File: config.mk
export PLATFORM = sky130hd
export DESIGN_NAME = light_vector_steering
export DESIGN_NICKNAME = d
export VERILOG_FILES = /design/src/sv/lvs_pkg.sv /design/src/sv/lvs_front.sv /design/src/sv/lvs_back.sv /design/src/sv/light_vector_steering.sv
export SDC_FILE = /design/constraint.sdc
export NUM_CORES = 2
export LEC_CHECK = 0
export BUFFER_PORTS_ARGS = -buffer_cell sky130_fd_sc_hd__buf_2
export CAP_MARGIN = 20
export CORE_MARGIN = 2
export CORE_UTILIZATION = 60
export DETAILED_ROUTE_END_ITERATION = 8
export PLACE_DENSITY = 0.77
export REMOVE_ABC_BUFFERS = 1
export SYNTH_ARGS = -nofsm -noshare
export SYNTH_HDL_FRONTEND = slang
export SYNTH_SLANG_ARGS = --single-unit
File: constraint.sdc
create_clock -name i_clk -period 10.14 [get_ports i_clk]
set_input_delay 1.014 -clock i_clk [delete_from_list [all_inputs] [get_ports i_clk]]
set_output_delay 1.014 -clock i_clk [all_outputs]
set_load 0.01 [all_outputs]
File: src/sv/lvs_pkg.sv
// lvs_pkg: constants, CORDIC arctangent table and the shared reading type for light_vector_steering.
// No dependencies.
package lvs_pkg;
    localparam int MaxSensorsDef  = 8;
    localparam int CordicStepsDef = 16;
    localparam int SumW           = 40;
    localparam int ZW             = 34;

    localparam logic [2:0] CfgThreshold = 3'd0;
    localparam logic [2:0] CfgMinAngle  = 3'd1;
    localparam logic [2:0] CfgMaxAngle  = 3'd2;
    localparam logic [2:0] CfgMaxSpeed  = 3'd3;
    localparam logic [2:0] CfgTurnGain  = 3'd4;

    // one queued reading
    typedef struct packed {
        logic [15:0] level;
        logic [15:0] bearing;
        logic        last;
    } t_item;

    // atan(2^-i) in 2^-32 turn units
    function automatic logic [ZW-1:0] atan_lut(input logic [4:0] i);
        logic [31:0] v;
        case (i)
            5'd0:  v = 32'h20000000;  5'd1:  v = 32'h12E4051D;
            5'd2:  v = 32'h09FB385B;  5'd3:  v = 32'h051111D4;
            5'd4:  v = 32'h028B0D43;  5'd5:  v = 32'h0145D7E1;
            5'd6:  v = 32'h00A2F61E;  5'd7:  v = 32'h00517C55;
            5'd8:  v = 32'h0028BE53;  5'd9:  v = 32'h00145F2E;
            5'd10: v = 32'h000A2F98;  5'd11: v = 32'h000517CC;
            5'd12: v = 32'h00028BE6;  5'd13: v = 32'h000145F3;
            5'd14: v = 32'h0000A2F9;  5'd15: v = 32'h0000517C;
            5'd16: v = 32'h000028BE;  5'd17: v = 32'h0000145F;
            5'd18: v = 32'h00000A2F;  5'd19: v = 32'h00000517;
            5'd20: v = 32'h0000028B;  5'd21: v = 32'h00000145;
            5'd22: v = 32'h000000A2;  5'd23: v = 32'h00000051;
            default: v = 32'h0;
        endcase
        return {2'b00, v};
    endfunction
endpackage

File: src/sv/lvs_front.sv
// lvs_front: accepts readings and holds them in a two-entry queue for the back end.
// Depends on lvs_pkg.
module lvs_front import lvs_pkg::*; (
    input  logic        i_clk,
    input  logic        i_rst_n,
    input  logic        i_valid,
    output logic        o_stall,
    input  logic [15:0] i_light_level,
    input  logic [15:0] i_sensor_bearing,
    input  logic        i_frame_end,
    output logic        o_q_valid,
    output t_item       o_q_item,
    input  logic        i_q_pop
);
    t_item      r_mem [2];
    logic       r_wp, r_rp;
    logic [1:0] r_cnt;
    logic       w_push;

    assign o_stall   = (r_cnt == 2'd2);
    assign w_push    = i_valid && !o_stall;
    assign o_q_valid = (r_cnt != 2'd0);
    assign o_q_item  = r_mem[r_rp];

    // queue storage
    always_ff @(posedge i_clk) begin
        if (w_push) begin
            r_mem[r_wp] <= '{level: i_light_level, bearing: i_sensor_bearing,
                             last: i_frame_end};
        end
    end

    // pointers and fill
    always_ff @(posedge i_clk) begin
        if (!i_rst_n) begin
            r_wp <= 1'b0; r_rp <= 1'b0; r_cnt <= 2'd0;
        end else begin
            if (w_push) r_wp <= ~r_wp;
            if (i_q_pop) r_rp <= ~r_rp;
            r_cnt <= r_cnt + {1'b0, w_push} - {1'b0, i_q_pop};
        end
    end
endmodule

File: src/sv/lvs_back.sv
// lvs_back: shared iterative CORDIC, accumulation and steering decision.
// Depends on lvs_pkg.
module lvs_back import lvs_pkg::*; #(
    parameter int MAX_SENSORS  = MaxSensorsDef,
    parameter int CORDIC_STEPS = CordicStepsDef
) (
    input  logic        i_clk,
    input  logic        i_rst_n,
    input  logic        i_q_valid,
    input  t_item       i_q_item,
    output logic        o_q_pop,
    input  logic [15:0] i_thr,
    input  logic [15:0] i_min_ang,
    input  logic [15:0] i_max_ang,
    input  logic [14:0] i_max_speed,
    input  logic [23:0] i_gain,
    output logic        o_valid,
    input  logic        i_stall,
    output logic        o_take_control,
    output logic        o_go_straight,
    output logic [15:0] o_left_speed,
    output logic [15:0] o_right_speed
);
    localparam int CntW = $clog2(MAX_SENSORS + 1);
    localparam logic [4:0] LastStep = 5'(CORDIC_STEPS - 1);

    localparam logic [3:0] S_IDLE = 4'd0, S_ROT = 4'd1, S_ACC = 4'd2, S_VEC = 4'd3,
                           S_T1 = 4'd4, S_T2 = 4'd5, S_CMP = 4'd6, S_MUL = 4'd7,
                           S_OUT = 4'd8, S_THR = 4'd9;

    logic [3:0]               r_st;
    logic [4:0]               r_i;
    logic signed [SumW-1:0]   r_x, r_y, r_sx, r_sy, r_len;
    logic signed [ZW-1:0]     r_z;
    logic [CntW-1:0]          r_cnt;
    logic                     r_last, r_vmode;
    logic signed [15:0]       r_bear;
    logic [39:0]              r_prod;
    logic                     r_ov;
    logic                     r_take, r_str;
    logic [15:0]              r_l, r_r;

    logic signed [SumW-1:0]   w_xs, w_ys, w_nx, w_ny;
    logic signed [ZW-1:0]     w_nz, w_at, w_za;
    logic                     w_dir, w_in, w_bpos;
    logic [15:0]              w_mag;
    logic [31:0]              w_zr;
    logic [14:0]              w_turn;

    // threshold times count
    function automatic logic [23:0] thr_times_cnt(input logic [15:0] t,
                                                  input logic [CntW-1:0] c);
        return 24'(t * c);
    endfunction

    // one micro-rotation per cycle
    always_comb begin
        w_xs = r_x >>> r_i;
        w_ys = r_y >>> r_i;
        w_at = atan_lut(r_i);
        w_dir = r_vmode ? (r_y >= 0) : (r_z >= 0);
        if (w_dir) begin
            w_nx = r_x - w_ys; w_ny = r_y + w_xs;
        end else begin
            w_nx = r_x + w_ys; w_ny = r_y - w_xs;
        end
        if (r_vmode) begin
            w_nx = w_dir ? r_x + w_ys : r_x - w_ys;
            w_ny = w_dir ? r_y - w_xs : r_y + w_xs;
            w_nz = w_dir ? r_z + w_at : r_z - w_at;
        end else begin
            w_nz = w_dir ? r_z - w_at : r_z + w_at;
        end
    end

    // bearing rounding, window and turn magnitude
    assign w_zr   = r_z[31:0] + 32'h8000;
    assign w_in   = ($signed(r_bear) >= $signed(i_min_ang)) &&
                    ($signed(r_bear) <= $signed(i_max_ang));
    assign w_bpos = (r_bear > 0);
    assign w_mag  = r_bear[15] ? 16'(-r_bear) : r_bear;
    assign w_turn = (r_ov || r_prod[39:16] > {9'd0, i_max_speed}) ? i_max_speed
                                                                  : r_prod[30:16];
    assign w_za   = ZW'($signed(i_q_item.bearing)) <<< 16;

    assign o_q_pop = (r_st == S_IDLE) && i_q_valid;
    assign o_valid = (r_st == S_OUT);
    assign o_take_control = r_take;
    assign o_go_straight  = r_str;
    assign o_left_speed   = r_l;
    assign o_right_speed  = r_r;

    always_ff @(posedge i_clk) begin
        if (!i_rst_n) begin
            r_st <= S_IDLE; r_sx <= '0; r_sy <= '0; r_cnt <= '0;
        end else begin
            case (r_st)
                S_IDLE: if (i_q_valid) begin
                    r_last <= i_q_item.last; r_vmode <= 1'b0; r_i <= '0;
                    if (r_cnt < CntW'(MAX_SENSORS)) begin
                        // quadrant fold then rotate
                        r_y <= '0;
                        if (w_za > (ZW'(1) <<< 30)) begin
                            r_x <= -(SumW'(i_q_item.level) <<< 16);
                            r_z <= w_za - (ZW'(1) <<< 31);
                        end else if (w_za < -(ZW'(1) <<< 30)) begin
                            r_x <= -(SumW'(i_q_item.level) <<< 16);
                            r_z <= w_za + (ZW'(1) <<< 31);
                        end else begin
                            r_x <= SumW'(i_q_item.level) <<< 16;
                            r_z <= w_za;
                        end
                        r_st <= S_ROT;
                    end else begin
                        r_st <= i_q_item.last ? S_ACC : S_IDLE;
                    end
                end
                S_ROT: begin
                    r_x <= w_nx; r_y <= w_ny; r_z <= w_nz; r_i <= r_i + 5'd1;
                    if (r_i == LastStep) begin
                        r_st <= S_ACC;
                    end
                end
                S_ACC: begin
                    // r_x/r_y hold rotation result unless frame overflow skipped
                    if (r_i == LastStep + 5'd1 && !r_vmode) begin
                        r_sx <= r_sx + r_x; r_sy <= r_sy + r_y;
                        r_cnt <= r_cnt + CntW'(1);
                    end
                    r_i <= '0;
                    if (!r_last) begin
                        r_st <= S_IDLE;
                    end else begin
                        r_st <= S_THR;
                    end
                end
                S_THR: begin
                    // set up vectoring on the sums
                    r_vmode <= 1'b1; r_i <= '0;
                    if (r_sx < 0) begin
                        r_x <= -r_sx; r_y <= -r_sy; r_z <= ZW'(1) <<< 31;
                    end else begin
                        r_x <= r_sx; r_y <= r_sy; r_z <= '0;
                    end
                    r_st <= S_VEC;
                end
                S_VEC: begin
                    r_x <= w_nx; r_y <= w_ny; r_z <= w_nz; r_i <= r_i + 5'd1;
                    if (r_i == LastStep) begin
                        r_st <= S_T1;
                    end
                end
                S_T1: begin
                    // keep length and angle, start threshold pass
                    r_len <= r_x;
                    r_bear <= $signed(w_zr[31:16]);
                    r_vmode <= 1'b0; r_i <= '0;
                    r_x <= SumW'({thr_times_cnt(i_thr, r_cnt), 16'd0});
                    r_y <= '0; r_z <= '0;
                    r_last <= 1'b0;
                    r_st <= S_T2;
                end
                S_T2: begin
                    // two passes at angle 0; the second starts from the first's x
                    r_x <= w_nx;
                    if (r_i == LastStep) begin
                        r_i <= '0;
                        r_y <= '0; r_z <= '0;
                        if (r_last) r_st <= S_CMP;
                        r_last <= 1'b1;
                    end else begin
                        r_y <= w_ny; r_z <= w_nz; r_i <= r_i + 5'd1;
                    end
                end
                S_CMP: begin
                    r_take <= r_len > r_x;
                    r_prod <= w_mag * i_gain;
                    r_ov   <= 1'b0;
                    r_st   <= S_MUL;
                end
                S_MUL: begin
                    r_str <= r_take && w_in;
                    if (!r_take) begin
                        r_l <= '0; r_r <= '0;
                    end else if (w_in) begin
                        r_l <= {1'b0, i_max_speed}; r_r <= {1'b0, i_max_speed};
                    end else if (w_bpos) begin
                        r_l <= -{1'b0, w_turn}; r_r <= {1'b0, w_turn};
                    end else begin
                        r_l <= {1'b0, w_turn}; r_r <= -{1'b0, w_turn};
                    end
                    r_sx <= '0; r_sy <= '0; r_cnt <= '0;
                    r_st <= S_OUT;
                end
                S_OUT: if (!i_stall) r_st <= S_IDLE;
                default: r_st <= S_IDLE;
            endcase
        end
    end
endmodule

File: src/sv/light_vector_steering.sv
// light_vector_steering: top level, configuration registers, front queue and back end.
// Depends on lvs_pkg, lvs_front, lvs_back.
//
// Each reading passes through the back end as a fetch, one CORDIC micro-rotation per cycle
// over CORDIC_STEPS iterations and an accumulate step; a reading beyond MAX_SENSORS is
// dropped. The frame's last reading then adds the vectoring pass and two threshold passes
// before the single result is offered, and the result holds until it is taken.
// A two-entry queue takes readings while the back end works and raises o_stall when full.
module light_vector_steering import lvs_pkg::*; #(
    parameter int MAX_SENSORS  = MaxSensorsDef,
    parameter int CORDIC_STEPS = CordicStepsDef
) (
    input  logic        i_clk,
    input  logic        i_rst_n,
    input  logic        i_cfg_we,
    input  logic [2:0]  i_cfg_idx,
    input  logic [23:0] i_cfg_data,
    input  logic        i_valid,
    output logic        o_stall,
    input  logic [15:0] i_light_level,
    input  logic [15:0] i_sensor_bearing,
    input  logic        i_frame_end,
    output logic        o_valid,
    input  logic        i_stall,
    output logic        o_take_control,
    output logic        o_go_straight,
    output logic [15:0] o_left_speed,
    output logic [15:0] o_right_speed
);
    logic [15:0] r_thr, r_min, r_max;
    logic [14:0] r_spd;
    logic [23:0] r_gain;
    logic        w_qv, w_pop;
    t_item       w_item;

    // configuration registers
    always_ff @(posedge i_clk) begin
        if (!i_rst_n) begin
            r_thr <= 16'd6554; r_min <= 16'hFC72; r_max <= 16'd910;
            r_spd <= 15'd1280; r_gain <= 24'd42620;
        end else if (i_cfg_we) begin
            case (i_cfg_idx)
                CfgThreshold: r_thr <= i_cfg_data[15:0];
                CfgMinAngle:  r_min <= i_cfg_data[15:0];
                CfgMaxAngle:  r_max <= i_cfg_data[15:0];
                CfgMaxSpeed:  r_spd <= i_cfg_data[14:0];
                CfgTurnGain:  r_gain <= i_cfg_data;
                default: ;
            endcase
        end
    end

    lvs_front u_front (
        .i_clk, .i_rst_n, .i_valid, .o_stall, .i_light_level, .i_sensor_bearing,
        .i_frame_end, .o_q_valid(w_qv), .o_q_item(w_item), .i_q_pop(w_pop)
    );

    lvs_back #(.MAX_SENSORS(MAX_SENSORS), .CORDIC_STEPS(CORDIC_STEPS)) u_back (
        .i_clk, .i_rst_n, .i_q_valid(w_qv), .i_q_item(w_item), .o_q_pop(w_pop),
        .i_thr(r_thr), .i_min_ang(r_min), .i_max_ang(r_max), .i_max_speed(r_spd),
        .i_gain(r_gain), .o_valid, .i_stall, .o_take_control, .o_go_straight,
        .o_left_speed, .o_right_speed
    );
endmodule
==> flow_metrics.env <==
export IMPL_r2r_start="u_back.r_bear[1]$_DFFE_PP_"
export IMPL_vias_per_cell=6.34
export IMPL_peakVddDrop_v=0.000251
export IMPL_drt_wl_total_mm=173
export IMPL_seq_area_frac_synth=0.229
export IMPL_path_class="flip-flop to flip-flop"
export IMPL_grt_pass1_wl_mm=274
export IMPL_setup_viol=0
export IMPL_layout_drive_gt1_share=0.0606
export IMPL_avgSynthCellArea_sq_um=8.22
export IMPL_grt_usage=0.346
export IMPL_nets=7832
export IMPL_clock_skew_ns=0.0567
export IMPL_layout_common_cells="940 x nand2_1, 747 x inv_1, 543 x a21oi_1"
export IMPL_yosys_area_top_type="edfxtp_1"
export IMPL_cts_tree="built"
export IMPL_core_area_sq_mm=0.0952
export IMPL_fin_setup_tns_ns=0
export IMPL_async_flop_share=0
export IMPL_status="finished, final reports clean"
export IMPL_synthCells=7025
export IMPL_clk_latency_ns=0.72
export IMPL_crit_path_end_kind="flip-flop"
export IMPL_initial_core_util=0.607
export IMPL_clock_path_buffers=3
export IMPL_gr_total_overflow=0
export IMPL_syn2layout_area_growth_pct=6.29
export IMPL_ant_nets=0
export IMPL_grt_max_degree=90
export IMPL_wl_per_cell_um=21.0
export IMPL_vias=52000
export IMPL_relSlewSlack=0.228
export IMPL_clkSinkCount=510
export IMPL_reg2reg_to="u_back.r_prod[36]$_DFFE_PP_"
export IMPL_ctsResizeCount=0
export IMPL_synth_seq_cells=510
export IMPL_syn_area_sq_mm=0.0577
export IMPL_drc=0
export IMPL_clkTransAtPathRegs_ns=0.06
export IMPL_fin_crit_sh=0.884
export IMPL_synth_warnings=0
export IMPL_synth_distinct_cells=86
export IMPL_period_minus_slack_ns=8.96
export IMPL_worstSetupEndpoint="u_back.r_prod[36]$_DFFE_PP_"
export IMPL_leakagePower_nw=27.4
export IMPL_required_ns=10.56
export IMPL_post_cts_buffers=0
export IMPL_worstMarginPinSlew_ns=1.16
export IMPL_fill_cells=8159
export IMPL_detail_route_iter0_violations=4975
export IMPL_max_freq_ghz=0.112
export IMPL_firstDrtPassIters=7
export IMPL_r2r_slack_ns=1.18
export IMPL_path_max_fanout=13
export IMPL_hold_path_class="flip-flop to flip-flop"
export IMPL_cp_arrival_ns=9.39
export IMPL_antenna_found_initial=2
export IMPL_crit_start="u_back.r_bear[1]$_DFFE_PP_"
export IMPL_cts_hold_buf=0
export IMPL_crit_top_cell="fa_1"
export IMPL_hold_violations=0
export IMPL_worstSetupStartpointType="flip-flop"
export IMPL_synth_top_area_frac=0.156
export IMPL_cts_htree_levels=2
export IMPL_grt_setup_unrepaired="no"
export IMPL_synth_top_cells_by_area="edfxtp_1 16%, fa_1 12%, ha_1 12%"
export IMPL_die_y_um=314
export IMPL_numCtsBuffers=61
export IMPL_maxSlewViolCount=0
export IMPL_dieArea_sq_mm=0.0987
export IMPL_dpl_hpwl_mm=130
export IMPL_cts_root_buf="clkbuf_16"
export IMPL_power_density_mw_per_mm2=330
export IMPL_row_count=113
export IMPL_final_common_cell="nand2_1"
export IMPL_r2r_cells=29
export IMPL_design_portCount=101
export IMPL_yosys_most_used_dff="edfxtp_1"
export IMPL_drv_cap=0
export IMPL_final_util=0.645
export IMPL_grt_pass1_vias=50500
export IMPL_cpMaxStageDelayCell="fa_1"
export IMPL_slowest_delay_ns=0.53
export IMPL_globalplace_congestion=0.983
export IMPL_die_x_um=314
export IMPL_numPortBuffers=100
export IMPL_synth_edf_count=300
-- metrics by stage --
step | hold WS, ns | setup slack [ns] | power, mW | area, sq um | cells
after global placement | 0.443 | 1.47 | 17.4 | 59200 | 8089
after floorplan | 0.436 | 1.83 | 13.8 | 56400 | 6663
final | 0.459 | 1.18 | 20.3 | 61400 | 8211
after CTS | 0.451 | 1.29 | 20.0 | 61300 | 8205
after detailed placement | 0.447 | 1.35 | 17.5 | 59200 | 8089
after global routing | 0.464 | 0.721 | 21.8 | 61400 | 8211
-- registers in the layout, indices dropped and copies added (netlist names), 2 cells and up, named ones only --
name	cells
u_front.r_mem	66
u_back.r_len	40
u_back.r_sx	40
u_back.r_sy	40
u_back.r_x	40
u_back.r_y	40
u_back.r_z	34
u_back.w_at	30
r_gain	24
u_back.r_prod	24
r_max	16
r_min	16
r_thr	16
u_back.o_right_speed	16
u_back.r_bear	16
r_spd	15
u_back.o_left_speed	15
u_back.r_i	5
u_back.r_cnt	4
u_back.r_st	4
u_front.r_cnt	2
-- cells by family (layout without fill, tap and decap cells) --
| kind of cell | Yosys count | count (layout) | synth area share |
|---|---|---|---|
| AO/OA/AOI/OAI | 1715 | 1715 | 0.187 |
| adder cells (fa/ha/maj) | 876 | 876 | 0.234 |
| XOR/XNOR | 346 | 346 | 0.0525 |
| buffers and inverters | 1115 | 1034 | 0.0727 |
| other | 0 | 2 | 0 |
| flip-flops | 510 | 510 | 0.229 |
| multiplexers | 214 | 214 | 0.0470 |
| AND/OR/NAND/NOR | 2249 | 2249 | 0.178 |
-- layer usage --
layer / GRT usage / share of wire / routed length (um) / vias up
li1: - / - / - / 24100
met3: 0.0445 / 0.076 / 13100 / 475
met4: 0.152 / 0.049 / 8450 / 0
met1: 0.452 / 0.41 / 70100 / 25200
met5: 0 / 0 / 0 / -
met2: 0.574 / 0.47 / 81100 / 2326
-- how the worst min path moves through the flow --
stage / from / end / slack, ns / cells after the start
6_report: r_max[4]$_SDFFE_PN0P_ / r_max[4]$_SDFFE_PN0P_ / 0.46 / 2
5_1_grt: i_sensor_bearing[3] / u_front.r_mem[0][4]$_DFFE_PP_ / 0.46 / 1
4_1_cts: i_sensor_bearing[2] / u_front.r_mem[0][3]$_DFFE_PP_ / 0.45 / 1
3_5_place_dp: r_max[5]$_SDFFE_PN0P_ / r_max[5]$_SDFFE_PN0P_ / 0.45 / 2
3_3_place_gp: r_max[5]$_SDFFE_PN0P_ / r_max[5]$_SDFFE_PN0P_ / 0.44 / 2
2_1_floorplan: r_max[10]$_SDFFE_PN0P_ / r_max[10]$_SDFFE_PN0P_ / 0.44 / 2
-- worst max-delay path: cells and delay by family (launching register included) --
| family | cells | cell delay, ns |
|---|---|---|
| simple gates | 4 | 1.04 |
| xor+xnor | 2 | 0.52 |
| fa+ha+maj | 8 | 3.32 |
| buf+inv | 6 | 0.60 |
| compound gates | 9 | 2.76 |
| flops | 1 | 0.46 |
-- synth_stat cells, drive strengths merged, types with 54 or more instances --
library cell / n
buf: 56
or3: 65
mux2i: 145
clkbuf: 306
nor3: 122
a21o: 127
o21a: 82
nand2: 941
nor2: 484
xor2: 154
nand3: 156
o211ai: 57
a211oi: 61
and2: 158
nor2b: 59
o21bai: 54
xnor2: 192
edfxtp: 300
o22ai: 101
o21ai: 352
nand2b: 58
a21oi: 543
ha: 535
o31ai: 58
fa: 341
inv: 750
dfxtp: 210
a31oi: 57
-- power by group --
part / internal [mW] / switching, mW / leakage [nW]
clock network: 1.33 / 1.00 / 1.02
registers: 2.86 / 0.712 / 4.50
logic: 5.51 / 8.85 / 21.8
total: 9.71 / 10.6 / 27.4
-- cell type report --
cell class | instances | area (sq um) | share of cell area
multi-input cells | 5400 | 40600 | 0.661
flip-flops and latches | 510 | 13200 | 0.215
inverters | 753 | 2830 | 0.0461
clock buffers | 84 | 1720 | 0.0280
well taps | 1265 | 1580 | 0.0258
repair buffers | 165 | 1030 | 0.0168
clock inverters | 32 | 403 | 0.00657
diodes | 2 | 5.00 | 0.0000816
Note: power is estimated with default switching activity, not from simulation.
